**src/design/satq_pkg.sv**
```systemverilog
// ----------------------------------------------------------------------------
// satq_pkg
// Shared types and codes for the sorted alarm timer queue.
// ----------------------------------------------------------------------------
package satq_pkg;

   // request operation codes
   localparam logic OP_INSERT = 1'b0;
   localparam logic OP_TICK   = 1'b1;

   // response kind codes
   localparam logic [1:0] KIND_ACCEPTED = 2'd0;
   localparam logic [1:0] KIND_REJECTED = 2'd1;
   localparam logic [1:0] KIND_FIRED    = 2'd2;

   // most alarms released by one tick
   localparam int MAX_FIRE = 16;
   localparam int FIRE_W   = $clog2(MAX_FIRE + 1);
   localparam logic [FIRE_W-1:0] FIRE_LIMIT = FIRE_W'(MAX_FIRE);

   typedef struct packed {
      logic        op;
      logic [15:0] delay_seconds;
      logic [15:0] alarm_tag;
   } req_type;

   typedef struct packed {
      logic [1:0]  kind;
      logic [15:0] fired_delay;
      logic [15:0] fired_tag;
      logic        last;
   } rsp_type;

   // one stored alarm
   typedef struct packed {
      logic [31:0] expiry;
      logic [15:0] delay;
      logic [15:0] tag;
   } entry_type;

   typedef enum logic [2:0] {
      S_IDLE,
      S_INS_CHECK,
      S_INS_PUT,
      S_RESULT,
      S_FIRE_CHECK,
      S_FIRE_LAST
   } state_type;

endpackage

```
**src/design/satq_ram.sv**
```systemverilog
// ----------------------------------------------------------------------------
// satq_ram
// Generic simple dual port RAM: one write port, one read port, read data
// registered.
// ----------------------------------------------------------------------------
module satq_ram #(
   parameter int WIDTH = 64,
   parameter int DEPTH = 16
) (
   input  logic                     clock,
   input  logic                     wr_en,
   input  logic [$clog2(DEPTH)-1:0] wr_addr,
   input  logic [WIDTH-1:0]         wr_data,
   input  logic [$clog2(DEPTH)-1:0] rd_addr,
   output logic [WIDTH-1:0]         rd_data
);

   logic [WIDTH-1:0] mem_ff [DEPTH];
   logic [WIDTH-1:0] rd_data_ff;

   // write port
   always_ff @(posedge clock) begin
      if (wr_en) begin
         mem_ff[wr_addr] <= wr_data;
      end
   end

   // registered read, always enabled
   always_ff @(posedge clock) begin
      rd_data_ff <= mem_ff[rd_addr];
   end

   assign rd_data = rd_data_ff;

endmodule

```
**src/design/satq_rsp_reg.sv**
```systemverilog
// ----------------------------------------------------------------------------
// satq_rsp_reg
// Output register of the response channel; frees itself in the cycle the
// held transaction is taken.
// ----------------------------------------------------------------------------
module satq_rsp_reg (
   input  logic              clock,
   input  logic              reset,
   input  logic              load,
   input  satq_pkg::rsp_type load_data,
   output logic              free,
   output logic              rsp_valid,
   input  logic              rsp_stall,
   output satq_pkg::rsp_type rsp_data
);

   logic              valid_ff, valid_in;
   satq_pkg::rsp_type data_ff, data_in;

   assign free = !valid_ff || !rsp_stall;

   // next value
   always_comb begin
      valid_in = valid_ff && rsp_stall;
      data_in  = data_ff;
      if (load) begin
         valid_in = 1'b1;
         data_in  = load_data;
      end
   end

   always_ff @(posedge clock) begin
      if (reset) begin
         valid_ff <= 1'b0;
      end else begin
         valid_ff <= valid_in;
      end
   end

   always_ff @(posedge clock) begin
      data_ff <= data_in;
   end

   assign rsp_valid = valid_ff;
   assign rsp_data  = data_ff;

   // a load never overwrites a transaction that is still waiting
   a_no_overwrite: assert property (@(posedge clock) disable iff (reset)
      load |-> free)
      else $error("response register overwritten while stalled");

endmodule

```
**src/design/sorted_alarm_timer_queue.sv**
```systemverilog
// ----------------------------------------------------------------------------
// sorted_alarm_timer_queue
// Bounded queue of alarms kept in expiry order in one RAM, used as a ring
// with a head pointer. Inserts walk from the tail, moving later entries up;
// ticks pop due entries from the head.
//
//   channel  dir  handshake            payload
//   req      in   req_valid/req_stall  satq_pkg::req_type req_data
//   rsp      out  rsp_valid/rsp_stall  satq_pkg::rsp_type rsp_data
//
// Insert: into an empty or full queue goes straight to the result; else the
//   walk moves entries up from the tail, one RAM read and one write per step.
// Tick: an empty queue stays idle; else due head entries are popped, then the
//   last fired alarm is sent; one head entry is checked per cycle through
//   the RAM read port, unless a stalled response holds the engine.
// Reset clears state, time, head, count and firing status; the RAM is never cleared.
// A stalled response holds the engine; requests are taken only when idle.
// ----------------------------------------------------------------------------
module sorted_alarm_timer_queue #(
   parameter int QUEUE_DEPTH = 16
) (
   input  logic              clock,
   input  logic              reset,
   input  logic              req_valid,
   output logic              req_stall,
   input  satq_pkg::req_type req_data,
   output logic              rsp_valid,
   input  logic              rsp_stall,
   output satq_pkg::rsp_type rsp_data
);

   localparam int AW = $clog2(QUEUE_DEPTH);
   localparam int CW = $clog2(QUEUE_DEPTH + 1);
   localparam logic [AW:0]   DEPTH_WRAP = (AW + 1)'(QUEUE_DEPTH);
   localparam logic [CW-1:0] DEPTH_CNT  = CW'(QUEUE_DEPTH);
   localparam int EW = $bits(satq_pkg::entry_type);

   // ring address: head plus logical offset, modulo depth
   function automatic logic [AW-1:0] ring_addr(logic [AW-1:0] base,
                                                logic [AW-1:0] offs);
      logic [AW:0] sum;
      sum = {1'b0, base} + {1'b0, offs};
      if (sum >= DEPTH_WRAP) begin
         sum = sum - DEPTH_WRAP;
      end
      return sum[AW-1:0];
   endfunction

   satq_pkg::state_type state_ff, state_in;
   logic [31:0]   now_ff, now_in;
   logic [AW-1:0] head_ff, head_in;
   logic [CW-1:0] count_ff, count_in;
   logic [AW-1:0] idx_ff, idx_in;
   logic [satq_pkg::FIRE_W-1:0] fired_ff, fired_in;
   logic          pend_valid_ff, pend_valid_in;
   logic [31:0]   exp_ff, exp_in;
   logic [15:0]   dly_ff, dly_in;
   logic [15:0]   tag_ff, tag_in;
   logic [1:0]    kind_ff, kind_in;
   logic [15:0]   pend_dly_ff, pend_dly_in;
   logic [15:0]   pend_tag_ff, pend_tag_in;

   logic          wr_en;
   logic [AW-1:0] wr_addr, rd_addr;
   satq_pkg::entry_type wr_data, rd_data;

   logic              rsp_load, out_free;
   satq_pkg::rsp_type rsp_load_data;

   logic        accept, is_full, ins_move, fire_due, fire_go, fire_stop;
   logic [31:0] exp_new;

   // entry store
   satq_ram #(
      .WIDTH (EW),
      .DEPTH (QUEUE_DEPTH)
   ) u_ram (
      .clock   (clock),
      .wr_en   (wr_en),
      .wr_addr (wr_addr),
      .wr_data (wr_data),
      .rd_addr (rd_addr),
      .rd_data (rd_data)
   );

   // response output register
   satq_rsp_reg u_rsp (
      .clock     (clock),
      .reset     (reset),
      .load      (rsp_load),
      .load_data (rsp_load_data),
      .free      (out_free),
      .rsp_valid (rsp_valid),
      .rsp_stall (rsp_stall),
      .rsp_data  (rsp_data)
   );

   // decision terms
   assign req_stall = (state_ff != satq_pkg::S_IDLE);
   assign accept    = req_valid && !req_stall;
   assign is_full   = (count_ff == DEPTH_CNT);
   assign exp_new   = now_ff + 32'(req_data.delay_seconds);
   assign ins_move  = (rd_data.expiry >= exp_ff);
   assign fire_due  = (rd_data.expiry <= now_ff) && (fired_ff < satq_pkg::FIRE_LIMIT);
   assign fire_go   = fire_due && (!pend_valid_ff || out_free);
   assign fire_stop = (count_ff == CW'(1)) ||
                      (fired_ff + 1'b1 == satq_pkg::FIRE_LIMIT);

   // next state
   always_comb begin
      state_in = state_ff;
      unique case (state_ff)
         satq_pkg::S_IDLE: begin
            if (accept) begin
               if (req_data.op == satq_pkg::OP_INSERT) begin
                  if (is_full || count_ff == '0) begin
                     state_in = satq_pkg::S_RESULT;
                  end else begin
                     state_in = satq_pkg::S_INS_CHECK;
                  end
               end else if (count_ff != '0) begin
                  state_in = satq_pkg::S_FIRE_CHECK;
               end
            end
         end
         satq_pkg::S_INS_CHECK: begin
            if (!ins_move) begin
               state_in = satq_pkg::S_RESULT;
            end else if (idx_ff == '0) begin
               state_in = satq_pkg::S_INS_PUT;
            end
         end
         satq_pkg::S_INS_PUT: begin
            state_in = satq_pkg::S_RESULT;
         end
         satq_pkg::S_RESULT: begin
            if (out_free) begin
               state_in = satq_pkg::S_IDLE;
            end
         end
         satq_pkg::S_FIRE_CHECK: begin
            if (fire_due) begin
               if (fire_go && fire_stop) begin
                  state_in = satq_pkg::S_FIRE_LAST;
               end
            end else if (pend_valid_ff) begin
               state_in = satq_pkg::S_FIRE_LAST;
            end else begin
               state_in = satq_pkg::S_IDLE;
            end
         end
         satq_pkg::S_FIRE_LAST: begin
            if (out_free) begin
               state_in = satq_pkg::S_IDLE;
            end
         end
         default: state_in = satq_pkg::S_IDLE;
      endcase
   end

   // datapath, RAM access and response load
   always_comb begin
      now_in        = now_ff;
      head_in       = head_ff;
      count_in      = count_ff;
      idx_in        = idx_ff;
      fired_in      = fired_ff;
      pend_valid_in = pend_valid_ff;
      exp_in        = exp_ff;
      dly_in        = dly_ff;
      tag_in        = tag_ff;
      kind_in       = kind_ff;
      pend_dly_in   = pend_dly_ff;
      pend_tag_in   = pend_tag_ff;
      rd_addr       = head_ff;
      wr_en         = 1'b0;
      wr_addr       = head_ff;
      wr_data       = '{expiry: exp_ff, delay: dly_ff, tag: tag_ff};
      rsp_load      = 1'b0;
      rsp_load_data = '0;
      unique case (state_ff)
         satq_pkg::S_IDLE: begin
            if (accept) begin
               if (req_data.op == satq_pkg::OP_INSERT) begin
                  exp_in = exp_new;
                  dly_in = req_data.delay_seconds;
                  tag_in = req_data.alarm_tag;
                  if (is_full) begin
                     kind_in = satq_pkg::KIND_REJECTED;
                  end else begin
                     kind_in = satq_pkg::KIND_ACCEPTED;
                     if (count_ff == '0) begin
                        // empty queue: store at the head at once
                        wr_en    = 1'b1;
                        wr_data  = '{expiry: exp_new, delay: req_data.delay_seconds,
                                     tag: req_data.alarm_tag};
                        count_in = count_ff + 1'b1;
                     end else begin
                        // start the walk at the tail
                        idx_in  = AW'(count_ff - 1'b1);
                        rd_addr = ring_addr(head_ff, AW'(count_ff - 1'b1));
                     end
                  end
               end else begin
                  now_in        = now_ff + 32'd1;
                  fired_in      = '0;
                  pend_valid_in = 1'b0;
               end
            end
         end
         satq_pkg::S_INS_CHECK: begin
            wr_en   = 1'b1;
            wr_addr = ring_addr(head_ff, idx_ff + 1'b1);
            if (ins_move) begin
               // entry expires at or after the new one: move it up
               wr_data = rd_data;
               if (idx_ff != '0) begin
                  idx_in  = idx_ff - 1'b1;
                  rd_addr = ring_addr(head_ff, idx_ff - 1'b1);
               end
            end else begin
               count_in = count_ff + 1'b1;
            end
         end
         satq_pkg::S_INS_PUT: begin
            // new alarm becomes the head
            wr_en    = 1'b1;
            count_in = count_ff + 1'b1;
         end
         satq_pkg::S_RESULT: begin
            if (out_free) begin
               rsp_load      = 1'b1;
               rsp_load_data = '{kind: kind_ff, fired_delay: 16'd0,
                                 fired_tag: tag_ff, last: 1'b1};
            end
         end
         satq_pkg::S_FIRE_CHECK: begin
            if (fire_go) begin
               // pop the head; release the previous pending alarm
               head_in       = ring_addr(head_ff, AW'(1));
               rd_addr       = head_in;
               count_in      = count_ff - 1'b1;
               fired_in      = fired_ff + 1'b1;
               pend_valid_in = 1'b1;
               pend_dly_in   = rd_data.delay;
               pend_tag_in   = rd_data.tag;
               if (pend_valid_ff) begin
                  rsp_load      = 1'b1;
                  rsp_load_data = '{kind: satq_pkg::KIND_FIRED, fired_delay: pend_dly_ff,
                                    fired_tag: pend_tag_ff, last: 1'b0};
               end
            end
         end
         satq_pkg::S_FIRE_LAST: begin
            if (out_free) begin
               rsp_load      = 1'b1;
               pend_valid_in = 1'b0;
               rsp_load_data = '{kind: satq_pkg::KIND_FIRED, fired_delay: pend_dly_ff,
                                 fired_tag: pend_tag_ff, last: 1'b1};
            end
         end
         default: begin
         end
      endcase
   end

   // control registers
   always_ff @(posedge clock) begin
      if (reset) begin
         state_ff      <= satq_pkg::S_IDLE;
         now_ff        <= '0;
         head_ff       <= '0;
         count_ff      <= '0;
         fired_ff      <= '0;
         pend_valid_ff <= 1'b0;
      end else begin
         state_ff      <= state_in;
         now_ff        <= now_in;
         head_ff       <= head_in;
         count_ff      <= count_in;
         fired_ff      <= fired_in;
         pend_valid_ff <= pend_valid_in;
      end
   end

   // payload registers
   always_ff @(posedge clock) begin
      idx_ff      <= idx_in;
      exp_ff      <= exp_in;
      dly_ff      <= dly_in;
      tag_ff      <= tag_in;
      kind_ff     <= kind_in;
      pend_dly_ff <= pend_dly_in;
      pend_tag_ff <= pend_tag_in;
   end

   // queue never holds more than its depth
   a_count_bound: assert property (@(posedge clock) disable iff (reset)
      count_ff <= DEPTH_CNT)
      else $error("entry count beyond queue depth");

   // a tick advances time by exactly one second
   a_tick_time: assert property (@(posedge clock) disable iff (reset)
      (accept && req_data.op == satq_pkg::OP_TICK) |=> now_ff == $past(now_ff) + 32'd1)
      else $error("tick did not advance time by one");

   // rejection only ever reported for a full queue
   a_reject_full: assert property (@(posedge clock) disable iff (reset)
      (state_ff == satq_pkg::S_RESULT && kind_ff == satq_pkg::KIND_REJECTED)
      |-> is_full)
      else $error("insert rejected with room left");

   // firing never writes the entry store
   a_fire_no_write: assert property (@(posedge clock) disable iff (reset)
      (state_ff == satq_pkg::S_FIRE_CHECK || state_ff == satq_pkg::S_FIRE_LAST)
      |-> !wr_en)
      else $error("RAM written while firing");

endmodule

```
**config.mk**
```make
export PLATFORM = sky130hd
export DESIGN_NAME = sorted_alarm_timer_queue
export DESIGN_NICKNAME = d
export VERILOG_FILES = /design/src/design/satq_pkg.sv /design/src/design/satq_ram.sv /design/src/design/satq_rsp_reg.sv /design/src/design/sorted_alarm_timer_queue.sv
export SDC_FILE = /design/constraint.sdc
export NUM_CORES = 2
export LEC_CHECK = 0
export BUFFER_PORTS_ARGS = -buffer_cell sky130_fd_sc_hd__buf_2
export CAP_MARGIN = 25
export CORE_MARGIN = 8
export CORE_UTILIZATION = 35
export DETAILED_ROUTE_END_ITERATION = 8
export HOLD_SLACK_MARGIN = 0.05
export PLACE_DENSITY = 0.47
export SYNTH_ARGS = -nofsm -noshare
export SYNTH_HDL_FRONTEND = slang
export SYNTH_SLANG_ARGS = --single-unit
```
**constraint.sdc**
```tcl
create_clock -name clock -period 11.8 [get_ports clock]
set_input_delay 2.36 -clock clock [delete_from_list [all_inputs] [get_ports clock]]
set_output_delay 2.36 -clock clock [all_outputs]
set_load 0.01 [all_outputs]
```
==> results <==
- The total number of vias is 29,221.
- The category of the worst setup path capture point is a register.
- The share of the clock period used by the worst path is 56.7%.
- For met1 alone, demand over resource in global routing was 25.6%.
- Counting flops with a built-in enable in the synthesized netlist gives 1,160.
- From synthesis to final layout, the design area changed by 14.2%.
- The overall routed net length is 150,000 µm.
- Setup repair after global routing left no endpoint under its margin.
- The number of levels in the clock H-tree is 4.
- Measured along the y axis, the die boundary spans 400 µm.
- The maximum clock rate is 0.149 GHz.
- The number of DRC violations after detailed routing is 0.
- The global routing's busiest layer is met2.
- The class of the most critical setup path is register to register.
- Setup violations remaining at the end of the flow were counted as 0.
- The number of nets with antenna violations after routing is 0.
- The net count of the finished layout is 3,466.
- The number of max-slew violations in the final report came to 0.
- The leakage component of the power is 0.0193 µW.
- The worst hold path was traced through 0 stages.
- For this run, the register share of the synthesized area comes to 72.1%.
- Counting I/O delays and the setup requirement, the final critical path takes 6.69 ns.
- The buffer type at the clock tree root is sky130_fd_sc_hd__clkbuf_16.
- The wire-length estimate of the detail-placed layout is 81,900 µm.
- After filler insertion, the fill cell instance count of the layout stands at 13,173.
- The delay of the slowest cell on the worst path is 0.87 ns.
- Hold timing on the final database bottoms out at a slack of 0.435 ns.
- The longest clock path from root to sink contains 3 buffers.
- The count of mapped cells out of synthesis is 3,192.
- The worst-case headroom to the max-slew limit is 27.5%.
- The mean area per synthesized cell is 16.1 µm².
- In the final routed layout, each cell accounts on average for 28.0 µm.
- Entering global routing, the biggest net connects 129 pins.
- Global routing used 18.4% of the available tracks.
- Max-cap violations in this run came to 0.
- For the final routed database, the setup TNS stands at 0 ns.
- The number of CTS-inserted buffers is 141.
- In the synthesized netlist the dominant register cell turns out to be sky130_fd_sc_hd__edfxtp_1.
- The initial antenna violation count came to 10.
- At the end of routability-driven placement, the weighted congestion stood at 0.804.
- The slowest cell on the critical path is sky130_fd_sc_hd__buf_4.
- The classification of the worst-slack hold path is register to register.
- Clock-pin slew was measured on the worst setup and hold paths at 0.06 ns.
- The first detailed-routing pass ran for 6 iterations.
- The slew at the pin closest to its max-slew limit is 1.09 ns.
- For the worst setup path, the data required time is 12.43 ns.
- The count of cell types in the netlist is 79.
- The detailed router finished its first iteration with 2,604 violations.
- The portion of synthesized cell area occupied by the leading cell type is 67.7%.
- The number of hold violations in the final report was 0.
- The proportion of layout cells with a drive suffix above 1 is 11.7%.
- The initial standard-cell utilization of the core is 35.3%.
- The die area is 160,000 µm².
- The length in cells of the worst reg-to-reg path is 17.
- The worst setup skew after layout is 0.0438 ns.
- The most numerous cell on the critical path is sky130_fd_sc_hd__buf_4.
- For this run, global-route usage on met2 was measured as 29.9%.
- TritonCTS built the clock tree.
- Traced cell by cell, the critical path runs through inv_1 > ha_1 > nand4_1 > nor4_1 > and4b_1 > a21oi_1 > nor2_2 > nand2_4 > inv_2 > buf_4 > nand2_1 > or4b_4 > buf_4 > buf_4 > mux2i_1 > o22ai_1 > or4_1.
- Using the TritonRoute via totals, the vias-per-cell ratio works out to 5.45.
- The floorplan has 140 rows.
- The cell type contributing the most total cell area after synthesis is sky130_fd_sc_hd__edfxtp_1.
- The count of hold buffers inserted by post-cts repair is 0.
- The top fanout value on the critical path is 58.
- In this run the tool buffered the top-level ports with 73 buffer cells.
- After synthesis, the share of flip-flops with an asynchronous set or reset is 0%.
- The total power divided by cell area is 253 nW/µm².
- The via count of the first global-routing pass came to 29,276.
- For the worst-skew pair, the clock arrives at the later sink with an insertion delay of 0.77 ns.
- When the netlist entered floorplanning its net count stood at 3,329.
- After clock tree synthesis, the repair step resized 0 gates.
- The flip-flop and latch count after synthesis is 1,275.
- The critical path startpoint category is a register.
- The clock net in this run drives a total of 1,275 sinks.
- At the worst endpoint, the arrival time is 7.32 ns.
- From left edge to right edge, the die measures 400 µm.
- The first global-routing pass estimated 212,000 µm of wire.
- The floorplan step defined a core boundary enclosing 146,000 µm².
- After global routing the overflow that remains totals 0.
- The synthesized netlist occupies a cell area of 51,500 µm².
- The count of boundary I/O pins is 74.
- Yosys attributes the largest share of cell area to sky130_fd_sc_hd__edfxtp_1 68%, sky130_fd_sc_hd__mux2i_1 10%, sky130_fd_sc_hd__dfxtp_1 4.5%, sky130_fd_sc_hd__o22ai_1 3.1%, sky130_fd_sc_hd__ha_1 2.3%.
- Buffers added to address setup during post-CTS repair amount to 0.
- In the global route stage, met3 resource usage came out at 3.20%.
- Across the VDD grid, the largest voltage drop is 0.000250 V.
- The flow ran to the end, and the final reports show no timing, DRC or antenna violations.
- The count of yosys warnings during synthesis is 0.
[flip-flops by register name (all words and copies together) (netlist names), 3 cells and up]
signal          count
u_rsp.rsp_data     35
state_ff            3
head_ff             4
idx_ff              4
u_ram.mem_ff     1024
tag_ff             16
dly_ff             16
pend_dly_ff        16
u_ram.rd_data      64
pend_tag_ff        16
fired_ff            5
now_ff             32
count_ff            5
exp_ff             32
[layout make-up]
class                   count  area (µm²)  share of cell area (%)
well taps                1917        2400                    4.08
flip-flops and latches   1275       37100                    63.2
diodes                      2        5.00                 0.00852
clock buffers             204        4000                    6.81
clock inverters            54         513                   0.873
inverters                 122         458                   0.779
multi-input cells        1639       13300                    22.6
repair buffers            150        1000                    1.70
[report_power, final]
group | leakage (µW) | internal, µW | switching, µW
Clock | 0.00221 | 2500 | 1800
Combinational | 0.00558 | 1490 | 2730
Sequential | 0.0115 | 6090 | 284
[cell usage in the layout, fill, tap and decap left out, types with 44 or more instances in the layout]
master / n
sky130_fd_sc_hd__dfxtp_1: 115
sky130_fd_sc_hd__inv_1: 121
sky130_fd_sc_hd__or4_1: 67
sky130_fd_sc_hd__nand2_1: 76
sky130_fd_sc_hd__buf_2: 73
sky130_fd_sc_hd__clkbuf_16: 145
sky130_fd_sc_hd__a21oi_1: 69
sky130_fd_sc_hd__ha_1: 96
sky130_fd_sc_hd__buf_4: 72
sky130_fd_sc_hd__xnor2_1: 59
sky130_fd_sc_hd__mux2i_1: 516
sky130_fd_sc_hd__o22ai_1: 257
sky130_fd_sc_hd__nor2_1: 85
sky130_fd_sc_hd__edfxtp_1: 1160
sky130_fd_sc_hd__clkbuf_1: 44
[layer usage]
layer / wire [µm] / vias to the layer above
met5: 13 / -
met3: 8440 / 211
met4: 3050 / 2
met2: 70900 / 901
li1: - / 12936
met1: 67800 / 15171
[stage by stage]
| step | setup WS, ns | instances | utilization (%) | total power, µW | cell area (µm²) |
|---|---|---|---|---|---|
| finish | 5.11 | 5363 | 40.3 | 14900 | 58800 |
| detailed placement | 3.91 | 5100 | 37.1 | 10700 | 54200 |
| global route | 4.74 | 5362 | 40.3 | 15500 | 58800 |
| floorplan | 4.94 | 3192 | - | 9320 | 51500 |
| CTS | 4.64 | 5358 | 40.2 | 15000 | 58700 |
| global placement | 4.00 | 5098 | 37.1 | 10600 | 54200 |
[path summary, 6_finish.rpt]
kind,end,from,slack (ns)
hold reg to reg,pend_tag_ff[15],u_ram.rd_data[15],0.44
setup reg to reg,u_ram.rd_data[7],now_ff[3],5.11
setup / recovery,u_ram.rd_data[7],now_ff[3],5.11
hold / removal,pend_tag_ff[15],u_ram.rd_data[15],0.44
[worst max-delay path, delay by kind of cell (launching register included)]
kind	cells	cell delay (ns)
compound gates	2	0.19
fa+ha+maj	1	0.34
buf+inv	5	2.46
flops	1	0.49
mux	1	0.26
simple gates	8	2.70
[cell usage after synthesis (all sizes together) (23+ instances only)]
cell type	number
nand4	25
nor3	29
o21ai	41
buf	74
a22o	27
o22ai	257
a21oi	69
dfxtp	115
clkbuf	82
mux2i	516
inv	122
nor2	104
or4	67
a222oi	43
xnor2	59
edfxtp	1160
a21o	23
ha	96
nand2	77
[cell families after synthesis]
family / count (synthesis) / share of synthesized area, %
flops: 1275 / 72.1
mux: 518 / 10.1
xor+xnor: 73 / 1.24
fa+ha+maj: 100 / 2.49
buf+inv: 278 / 2.53
simple gates: 409 / 4.32
compound gates: 539 / 7.22
(Power assumes the default switching activity.)
